===== config.mk =====
export PLATFORM = sky130hd
export DESIGN_NAME = linear_ar_envelope_core_flat
export DESIGN_NICKNAME = d
export VERILOG_FILES = /design/src/hdl/lare_pkg.sv /design/src/hdl/lare_ifs.sv /design/src/hdl/lare_ctrl.sv /design/src/hdl/lare_dp.sv /design/src/hdl/linear_ar_envelope_core.sv /design/src/flat_wrapper.sv
export SDC_FILE = /design/constraint.sdc
export NUM_CORES = 2
export LEC_CHECK = 0
export BUFFER_PORTS_ARGS = -buffer_cell sky130_fd_sc_hd__buf_2
export CELL_PAD_IN_SITES_DETAIL_PLACEMENT = 0
export CELL_PAD_IN_SITES_GLOBAL_PLACEMENT = 1
export CORE_ASPECT_RATIO = 1.2
export CORE_UTILIZATION = 54
export CTS_CLUSTER_SIZE = 28
export DETAILED_ROUTE_END_ITERATION = 12
export PLACE_DENSITY_LB_ADDON = 0.12
export SETUP_SLACK_MARGIN = 0.2
export SLEW_MARGIN = 20
export SYNTH_ARGS = -nofsm -noshare
export SYNTH_HDL_FRONTEND = slang
export SYNTH_SLANG_ARGS = --single-unit

===== constraint.sdc =====
create_clock -name clk -period 24.7 [get_ports clk]
set_input_delay 2.47 -clock clk [delete_from_list [all_inputs] [get_ports clk]]
set_output_delay 2.47 -clock clk [all_outputs]
set_load 0.005 [all_outputs]

===== src/hdl/lare_pkg.sv =====
`default_nettype none
// ----------------------------------------------------------------------------
// lare_pkg
// Types and constants shared by the linear attack/release envelope block.
// ----------------------------------------------------------------------------
package lare_pkg;

  localparam int AMP_FRAC_BITS  = 24;
  localparam int TIME_FRAC_BITS = 16;

  localparam int LEVEL_W = AMP_FRAC_BITS + 1;
  localparam int TIME_W  = 24;
  localparam int KEY_W   = 16;
  localparam int RATE_W  = 18;
  localparam int PROD_W  = RATE_W + TIME_W;
  localparam int QUOT_W  = AMP_FRAC_BITS + TIME_FRAC_BITS + 1;
  localparam int DIV_STEPS = QUOT_W;
  localparam int CNT_W   = $clog2(DIV_STEPS);

  localparam logic [RATE_W-1:0]  RATE_RESET = RATE_W'(44100);
  localparam logic [KEY_W-1:0]   KEY_HALF   = KEY_W'(32768);
  localparam logic [LEVEL_W-1:0] FULL_SCALE = LEVEL_W'(1) << AMP_FRAC_BITS;

  typedef logic [1:0] phase_t;
  localparam phase_t PH_IDLE   = 2'd0;
  localparam phase_t PH_ATTACK = 2'd1;
  localparam phase_t PH_FULL   = 2'd2;
  localparam phase_t PH_DECAY  = 2'd3;

  typedef struct packed {
    logic load;
    logic mul;
    logic div_step;
    logic div_first;
    logic update;
    logic out_load;
  } lare_cmd_t;

  typedef struct packed {
    logic need_div;
    logic out_free;
  } lare_sts_t;

endpackage
`default_nettype wire


===== src/hdl/lare_ifs.sv =====
`default_nettype none
// ----------------------------------------------------------------------------
// lare_ifs
// Valid/ready channels of the envelope block: sample input, level output and
// the sample rate configuration write.
// ----------------------------------------------------------------------------
interface lare_in_if;
  logic                             valid;
  logic                             ready;
  logic [lare_pkg::TIME_W-1:0]      attack_time;
  logic [lare_pkg::TIME_W-1:0]      decay_time;
  logic [lare_pkg::KEY_W-1:0]       key_level;
  modport source (output valid, attack_time, decay_time, key_level, input ready);
  modport sink   (input valid, attack_time, decay_time, key_level, output ready);
endinterface

interface lare_out_if;
  logic                             valid;
  logic                             ready;
  logic [lare_pkg::LEVEL_W-1:0]     level;
  logic                             finished;
  modport source (output valid, level, finished, input ready);
  modport sink   (input valid, level, finished, output ready);
endinterface

interface lare_cfg_if;
  logic                             valid;
  logic                             ready;
  logic [lare_pkg::RATE_W-1:0]      sample_rate;
  modport source (output valid, sample_rate, input ready);
  modport sink   (input valid, sample_rate, output ready);
endinterface
`default_nettype wire


===== src/hdl/lare_ctrl.sv =====
`default_nettype none
// ----------------------------------------------------------------------------
// lare_ctrl
// Sequencer for one sample: load, multiply and bit-serial divide (in attack
// or decay only), update and hand the result to the output register.
// ----------------------------------------------------------------------------
module lare_ctrl (
  input  wire                  clk,
  input  wire                  rst_n,
  input  wire                  in_valid,
  output logic                 in_ready,
  input  lare_pkg::lare_sts_t  sts,
  output lare_pkg::lare_cmd_t  cmd
);

  localparam logic [2:0] S_IDLE = 3'd0;
  localparam logic [2:0] S_PREP = 3'd1;
  localparam logic [2:0] S_MUL  = 3'd2;
  localparam logic [2:0] S_DIV  = 3'd3;
  localparam logic [2:0] S_UPD  = 3'd4;
  localparam logic [2:0] S_OUT  = 3'd5;

  localparam logic [lare_pkg::CNT_W-1:0] DIV_LAST =
    lare_pkg::CNT_W'(lare_pkg::DIV_STEPS - 1);

  logic [2:0]                 state_r, state_nxt;
  logic [lare_pkg::CNT_W-1:0] cnt_r, cnt_nxt;

  always_comb begin
    state_nxt = state_r;
    cnt_nxt   = cnt_r;
    cmd       = '0;
    in_ready  = (state_r == S_IDLE);
    unique case (state_r)
      S_IDLE: begin
        if (in_valid) begin
          cmd.load  = 1'b1;
          state_nxt = S_PREP;
        end
      end
      S_PREP: begin
        state_nxt = sts.need_div ? S_MUL : S_UPD;
      end
      S_MUL: begin
        cmd.mul   = 1'b1;
        cnt_nxt   = '0;
        state_nxt = S_DIV;
      end
      S_DIV: begin
        cmd.div_step  = 1'b1;
        cmd.div_first = (cnt_r == '0);
        if (cnt_r == DIV_LAST) begin
          state_nxt = S_UPD;
        end else begin
          cnt_nxt = cnt_r + 1'b1;
        end
      end
      S_UPD: begin
        cmd.update = 1'b1;
        state_nxt  = S_OUT;
      end
      S_OUT: begin
        if (sts.out_free) begin
          cmd.out_load = 1'b1;
          state_nxt    = S_IDLE;
        end
      end
      default: begin
        state_nxt = S_IDLE;
      end
    endcase
  end

  always_ff @(posedge clk) begin
    if (!rst_n) begin
      state_r <= S_IDLE;
      cnt_r   <= '0;
    end else begin
      state_r <= state_nxt;
      cnt_r   <= cnt_nxt;
    end
  end

endmodule
`default_nettype wire


===== src/hdl/lare_dp.sv =====
`default_nettype none
// ----------------------------------------------------------------------------
// lare_dp
// Envelope datapath: phase and amplitude state, step multiplier, restoring
// divider one quotient bit per cycle, and the output register.
// ----------------------------------------------------------------------------
module lare_dp (
  input  wire                              clk,
  input  wire                              rst_n,
  input  lare_pkg::lare_cmd_t              cmd,
  output lare_pkg::lare_sts_t              sts,
  input  wire                              cfg_we,
  input  wire  [lare_pkg::RATE_W-1:0]      cfg_rate,
  input  wire  [lare_pkg::TIME_W-1:0]      in_attack_time,
  input  wire  [lare_pkg::TIME_W-1:0]      in_decay_time,
  input  wire  [lare_pkg::KEY_W-1:0]       in_key_level,
  input  wire                              out_ready,
  output logic                             out_valid,
  output logic [lare_pkg::LEVEL_W-1:0]     out_level,
  output logic                             out_finished
);

  localparam int PW = lare_pkg::PROD_W;
  localparam int QW = lare_pkg::QUOT_W;
  localparam int LW = lare_pkg::LEVEL_W;

  logic [lare_pkg::RATE_W-1:0] rate_r;
  lare_pkg::phase_t            phase_r;
  logic [LW-1:0]               amp_r;
  logic [lare_pkg::KEY_W-1:0]  last_key_r;
  logic [lare_pkg::KEY_W-1:0]  key_r;
  logic [lare_pkg::TIME_W-1:0] atk_r;
  logic [lare_pkg::TIME_W-1:0] dec_r;
  logic [PW-1:0]               prod_r;
  logic [PW-1:0]               rem_r;
  logic [QW-1:0]               quot_r;
  logic                        done_r;
  logic                        out_valid_r;
  logic [LW-1:0]               level_r;
  logic                        finished_r;

  logic                        rising;
  logic [lare_pkg::TIME_W-1:0] time_sel;
  logic [PW:0]                 trial;
  logic [PW:0]                 divisor;
  logic                        ge;
  logic [LW-1:0]               step;
  logic [LW:0]                 sum;

  assign rising   = (last_key_r <= lare_pkg::KEY_HALF) && (in_key_level > lare_pkg::KEY_HALF);
  assign time_sel = (phase_r == lare_pkg::PH_ATTACK) ? atk_r : dec_r;

  // The dividend is a single one at the top quotient position, so it enters
  // on the first step only.
  assign trial   = cmd.div_first ? (PW+1)'(1) : {rem_r, 1'b0};
  assign divisor = {1'b0, prod_r};
  assign ge      = (trial >= divisor);

  // Any quotient at or above full scale acts the same as full scale on the
  // amplitude, so the step is clamped there.
  always_comb begin
    if (prod_r == '0) begin
      step = lare_pkg::FULL_SCALE;
    end else if (quot_r == '0) begin
      step = LW'(1);
    end else if (quot_r >= QW'(lare_pkg::FULL_SCALE)) begin
      step = lare_pkg::FULL_SCALE;
    end else begin
      step = quot_r[LW-1:0];
    end
  end

  assign sum = {1'b0, amp_r} + {1'b0, step};

  assign sts.need_div = (phase_r == lare_pkg::PH_ATTACK) || (phase_r == lare_pkg::PH_DECAY);
  assign sts.out_free = !out_valid_r || out_ready;

  always_ff @(posedge clk) begin
    if (!rst_n) begin
      rate_r     <= lare_pkg::RATE_RESET;
      phase_r    <= lare_pkg::PH_IDLE;
      amp_r      <= '0;
      last_key_r <= '0;
      done_r     <= 1'b0;
    end else begin
      if (cfg_we) begin
        rate_r <= cfg_rate;
      end
      if (cmd.load) begin
        if (rising) begin
          phase_r <= lare_pkg::PH_ATTACK;
        end
        last_key_r <= in_key_level;
      end
      if (cmd.update) begin
        done_r <= 1'b0;
        unique case (phase_r)
          lare_pkg::PH_ATTACK: begin
            if (sum >= {1'b0, lare_pkg::FULL_SCALE}) begin
              amp_r   <= lare_pkg::FULL_SCALE;
              phase_r <= lare_pkg::PH_FULL;
            end else begin
              amp_r <= sum[LW-1:0];
            end
          end
          lare_pkg::PH_FULL: begin
            if (key_r < lare_pkg::KEY_HALF) begin
              phase_r <= lare_pkg::PH_DECAY;
            end
          end
          lare_pkg::PH_DECAY: begin
            if (step >= amp_r) begin
              amp_r   <= '0;
              done_r  <= 1'b1;
              phase_r <= lare_pkg::PH_IDLE;
            end else begin
              amp_r <= amp_r - step;
            end
          end
          lare_pkg::PH_IDLE: begin
          end
        endcase
      end
    end
  end

  always_ff @(posedge clk) begin
    if (cmd.load) begin
      key_r <= in_key_level;
      atk_r <= in_attack_time;
      dec_r <= in_decay_time;
    end
    if (cmd.mul) begin
      prod_r <= PW'(rate_r) * PW'(time_sel);
    end
    if (cmd.div_step) begin
      rem_r  <= ge ? PW'(trial - divisor) : trial[PW-1:0];
      quot_r <= {quot_r[QW-2:0], ge};
    end
  end

  // Output register: a finished beat waits here while the next sample runs.
  always_ff @(posedge clk) begin
    if (!rst_n) begin
      out_valid_r <= 1'b0;
    end else if (cmd.out_load) begin
      out_valid_r <= 1'b1;
    end else if (out_ready) begin
      out_valid_r <= 1'b0;
    end
  end

  always_ff @(posedge clk) begin
    if (cmd.out_load) begin
      level_r    <= amp_r;
      finished_r <= done_r;
    end
  end

  assign out_valid    = out_valid_r;
  assign out_level    = level_r;
  assign out_finished = finished_r;

endmodule
`default_nettype wire


===== src/hdl/linear_ar_envelope_core.sv =====
`default_nettype none
// ----------------------------------------------------------------------------
// linear_ar_envelope_core
// Linear attack/release envelope generator, one result beat per sample beat.
// ----------------------------------------------------------------------------
// Usage:
//   in_bus carries one audio sample tick: attack and decay times (Q8.16 s)
//   and the key level (Q0.16). out_bus returns the envelope level
//   (1.0 = 2^24) and a one-beat finished flag when a decay hits zero.
//   cfg_bus writes the sample rate; it is always ready and should only be
//   written while no sample is in flight.
// Sequence and throughput:
//   A sample in attack or decay goes from the input beat through the
//   multiply, then a restoring divider producing one of 41 quotient bits
//   per cycle, then the update and the output load. A sample in idle or
//   full skips the multiply and divide. One sample is processed at a time;
//   in_bus.ready is high only between samples, so a new beat is not taken
//   until the previous result has been loaded into the output register.
// Reset: phase idle, amplitude zero, previous key zero, sample rate 44100.
// Stall: a result waits in the output register while the next sample is
//   accepted and computed; that sample then waits until the register frees.
// ----------------------------------------------------------------------------
module linear_ar_envelope_core (
  input  wire        clk,
  input  wire        rst_n,
  lare_in_if.sink    in_bus,
  lare_out_if.source out_bus,
  lare_cfg_if.sink   cfg_bus
);

  lare_pkg::lare_cmd_t cmd;
  lare_pkg::lare_sts_t sts;

  assign cfg_bus.ready = 1'b1;

  lare_ctrl u_ctrl (
    .clk      (clk),
    .rst_n    (rst_n),
    .in_valid (in_bus.valid),
    .in_ready (in_bus.ready),
    .sts      (sts),
    .cmd      (cmd)
  );

  lare_dp u_dp (
    .clk            (clk),
    .rst_n          (rst_n),
    .cmd            (cmd),
    .sts            (sts),
    .cfg_we         (cfg_bus.valid),
    .cfg_rate       (cfg_bus.sample_rate),
    .in_attack_time (in_bus.attack_time),
    .in_decay_time  (in_bus.decay_time),
    .in_key_level   (in_bus.key_level),
    .out_ready      (out_bus.ready),
    .out_valid      (out_bus.valid),
    .out_level      (out_bus.level),
    .out_finished   (out_bus.finished)
  );

endmodule
`default_nettype wire


===== src/flat_wrapper.sv =====
// flat-port wrapper written by rule: the top's interface ports become plain ports
module linear_ar_envelope_core_flat 
  (clk, rst_n, in_bus_valid, in_bus_attack_time, in_bus_decay_time, in_bus_key_level, in_bus_ready, out_bus_valid, out_bus_level, out_bus_finished, out_bus_ready, cfg_bus_valid, cfg_bus_sample_rate, cfg_bus_ready);
  lare_in_if in_bus_i ();
  lare_out_if out_bus_i ();
  lare_cfg_if cfg_bus_i ();
  input  wire clk;
  input  wire rst_n;
  input wire logic [$bits(in_bus_i.valid)-1:0] in_bus_valid;
  input wire logic [$bits(in_bus_i.attack_time)-1:0] in_bus_attack_time;
  input wire logic [$bits(in_bus_i.decay_time)-1:0] in_bus_decay_time;
  input wire logic [$bits(in_bus_i.key_level)-1:0] in_bus_key_level;
  output wire logic [$bits(in_bus_i.ready)-1:0] in_bus_ready;
  output wire logic [$bits(out_bus_i.valid)-1:0] out_bus_valid;
  output wire logic [$bits(out_bus_i.level)-1:0] out_bus_level;
  output wire logic [$bits(out_bus_i.finished)-1:0] out_bus_finished;
  input wire logic [$bits(out_bus_i.ready)-1:0] out_bus_ready;
  input wire logic [$bits(cfg_bus_i.valid)-1:0] cfg_bus_valid;
  input wire logic [$bits(cfg_bus_i.sample_rate)-1:0] cfg_bus_sample_rate;
  output wire logic [$bits(cfg_bus_i.ready)-1:0] cfg_bus_ready;
  assign in_bus_i.valid = in_bus_valid;
  assign in_bus_i.attack_time = in_bus_attack_time;
  assign in_bus_i.decay_time = in_bus_decay_time;
  assign in_bus_i.key_level = in_bus_key_level;
  assign in_bus_ready = in_bus_i.ready;
  assign out_bus_valid = out_bus_i.valid;
  assign out_bus_level = out_bus_i.level;
  assign out_bus_finished = out_bus_i.finished;
  assign out_bus_i.ready = out_bus_ready;
  assign cfg_bus_i.valid = cfg_bus_valid;
  assign cfg_bus_i.sample_rate = cfg_bus_sample_rate;
  assign cfg_bus_ready = cfg_bus_i.ready;
  linear_ar_envelope_core u_core (.clk(clk), .rst_n(rst_n), .in_bus(in_bus_i), .out_bus(out_bus_i), .cfg_bus(cfg_bus_i));
endmodule

==> summary.txt <==
Layout
  – Area occupied by multi-input gates: 18870 µm²
  – Diode count: 0
  – Layout cell share with drive strength beyond 1: 7.210%
  – Reg area: 7452 µm²
  – Fillers: 4886
  – Final #Nets: 3818
  – Commonest non-fill, non-tap cell in the layout: inv_1
  – Area growth syn-to-layout: 7.537%
  – Final non-filler cell area: 31100 µm²
  – Most frequent cells in the layout: 555 x inv_1, 482 x nand2_1, 355 x fa_1

CTS
  – CTS Sinks: 272
  – H-tree levels: 1
  – Root Driver: clkbuf_16
  – Post-CTS setup buffers: 0
  – Worst skew pair latency: 590 ps
  – Num CTS Buffers: 30
  – Post_cts resized: 0
  – Clk buf depth: 3
  – Hold Buf Count CTS: 0
  – CTS clk-pin slew, worst paths: 60 ps
  – CTS tree: built

Floorplanning
  – Initial core utilization: 54.85%
  – Die Area: 54490 µm²
  – Row Count: 92
  – Die width: 213.3 µm
  – Number of top-level pins: 116
  – Core area: 52720 µm²
  – Die Height: 255.5 µm

Global routing
  – Initial antenna violation count: 1
  – First-pass GRT wire length: 122.9 mm
  – Largest net degree at the start of global routing: 81
  – GRT overflow: 0
  – Total GRT Usage: 29.14%
  – Vias in the first global route: 23240

Synthesis
  – Flops & latches, synth: 272
  – XOR/XNOR Fraction of Synth Area: 2.847%
  – Synth Area in Adders: 33.66%
  – Syn Inst Count: 3131
  – Top post-synthesis cells by area: fa_1 25%, edfxtp_1 21%, ha_1 9.1%
  – Yosys cell types: 79
  – Most used DFF post-synth: edfxtp_1
  – Post-synth top area share: 24.58%
  – Largest family of logic cells by synthesized area: adder cells
  – Async set-reset flop share out of synthesis: 0%
  – YS warnings: 0
  – Post-synth net total: 3783
  – Synth Area in Compound Gates: 11.25%
  – Mean Syn Cell Area: 9.236 µm²
  – Synth Cell Area: 28920 µm²
  – Post-synthesis mux area share: 1.804%
  – Seq/Total Area, Yosys: 25.75%
  – Synth area leader: fa_1
  – Simple-Gate Fraction of Synth Area: 15.59%
  – Post-synth EDFFs: 200

Routing
  – DRC: 0
  – DRT antenna net count: 0
  – Wire per inst: 19.81 µm
  – Router iterations before antenna repair: 5
  – DRT iter0 DRCs: 1192
  – Via density: 5.593
  – Total wire length: 77.15 mm
  – DR vias: 21790

Setup path
  – CP Launch Type: flip-flop
  – Critical path endpoint category: flip-flop
  – CP max-delay cell: fa_1
  – Worst path max stage delay: 560 ps
  – CP max FO: 25
  – CP dominant cell by count: fa_1
  – Kind of critical path: flip-flop to flip-flop
  – Critical Path AT: 8730 ps
  – CP required: 25040 ps
  – Top delay family on crit path: adder cells
  – Crit path buf inv count: 5

Placed design
  – Global placement routability congestion: 0.9197
  – Placed inst area: 30030 µm²
  – Count of input and output buffers: 114
  – Dpl hpwl: 60.10 mm

Timing
  – Max Slew Vio Count: 0
  – Setup TNS: 0 ps
  – Unrepaired setup endpoints after global routing: false
  – Highest clock rate: 119.2 MHz
  – Fin crit share: 33.96%
  – Clock skew: 28.80 ps
  – Final Hold Viols: 0
  – Worst slew margin: 20.73%
  – Slew of the pin with the lowest slew margin: 1187 ps
  – Tmin final: 8387 ps
  – Endpoints failing setup: 0

Min path
  – Worst min-delay path class: flip-flop to flip-flop

Outcome
  – Status: finished clean

Flow run
  – # Max-Cap Violations: 0
==> worst reg2reg max path, delay by kind of cell, from the launching register on <==
kind	cells	cell delay, ps
adders and majority gates	7	3530
muxes	1	540
buffers and inverters	5	560
xor gates and xnor gates	1	120
AOI/OAI and AO/OA	8	2380
DFF	1	460
and+or+nand+nor	3	550
==> synth_stat cells (17+ instances only) <==
| master | number |
|---|---|
| and2_1 | 176 |
| a21oi_1 | 145 |
| edfxtp_1 | 200 |
| o21bai_1 | 21 |
| a21o_1 | 44 |
| nor2b_1 | 40 |
| inv_1 | 555 |
| nor4_1 | 34 |
| mux2i_1 | 24 |
| nand2b_1 | 19 |
| nand4_1 | 20 |
| fa_1 | 355 |
| o21ai_0 | 114 |
| clkbuf_1 | 108 |
| dfxtp_1 | 72 |
| nand2_1 | 482 |
| xnor2_1 | 67 |
| a31oi_1 | 17 |
| nor3_1 | 24 |
| a21boi_0 | 22 |
| ha_1 | 210 |
| mux2_2 | 24 |
| o21a_1 | 22 |
| nand3_1 | 34 |
| nor2_1 | 85 |
| xor2_1 | 27 |
==> cell type report <==
| class | instances | area share, % |
|---|---|---|
| multi-input combinational | 2168 | 60.69 |
| sequential | 272 | 23.96 |
| inverter | 558 | 6.735 |
| clock buffer | 40 | 2.664 |
| tap | 705 | 2.837 |
| clock inverter | 16 | 0.7484 |
| timing repair buffer | 136 | 2.366 |
==> worst paths after layout <==
check	startpoint	to	slack (ps)	cells after the start
worst max-delay path	u_core.u_dp.phase_r[1]	u_core.u_dp.prod_r[40]	16310	25
worst min-delay path	u_core.u_dp.done_r	u_core.u_dp.out_finished	440	0
worst max register to register	u_core.u_dp.phase_r[1]	u_core.u_dp.prod_r[40]	16310	25
worst min register to register	u_core.u_dp.done_r	u_core.u_dp.out_finished	440	0
==> registers in the layout, indices dropped and copies added, names as in the netlist, 2 cells and up <==
signal	cells
u_core.u_ctrl.cnt_r	6
u_core.u_ctrl.state_r	3
u_core.u_dp.amp_r	25
u_core.u_dp.atk_r	24
u_core.u_dp.dec_r	24
u_core.u_dp.last_key_r	16
u_core.u_dp.out_level	25
u_core.u_dp.phase_r	2
u_core.u_dp.prod_r	42
u_core.u_dp.quot_r	41
u_core.u_dp.rate_r	18
u_core.u_dp.rem_r	42
==> metrics by stage <==
stage / worst slack, ps / utilization [%] / hold slack, ps / cells
after floorplan: 16250 / - / 407.6 / 3131
after detailed placement: 16320 / 56.97 / 425.1 / 3839
after global routing: 15830 / 58.99 / 443.5 / 3895
final: 16310 / 58.99 / 441.1 / 3895
after CTS: 16290 / 58.98 / 441.3 / 3895
after global placement: 16520 / 56.96 / 419.6 / 3839
==> kinds of logic after synthesis <==
group                      count (synthesis)
and+or+nand+nor                          952
buffers and inverters                    691
adders and majority gates                565
AOI/OAI and AO/OA                        507
DFF                                      272
xor gates and xnor gates                  94
muxes                                     49
other                                      1
==> routing by layer <==
metal  vias up  global-route usage (%)  part of all wire [%]  routed length (µm)
met5         -                       0                     0                   0
met4         0                   15.18                   5.8                4481
met3       207                   2.331                   3.8                2925
met2       548                   52.58                    51               39430
met1     10830                   34.20                    39               30320
li1      10200                       -                     -                   -
Power is not shown: default switching activity piles up to over one toggle a cycle in this logic, so the estimate is an artifact.
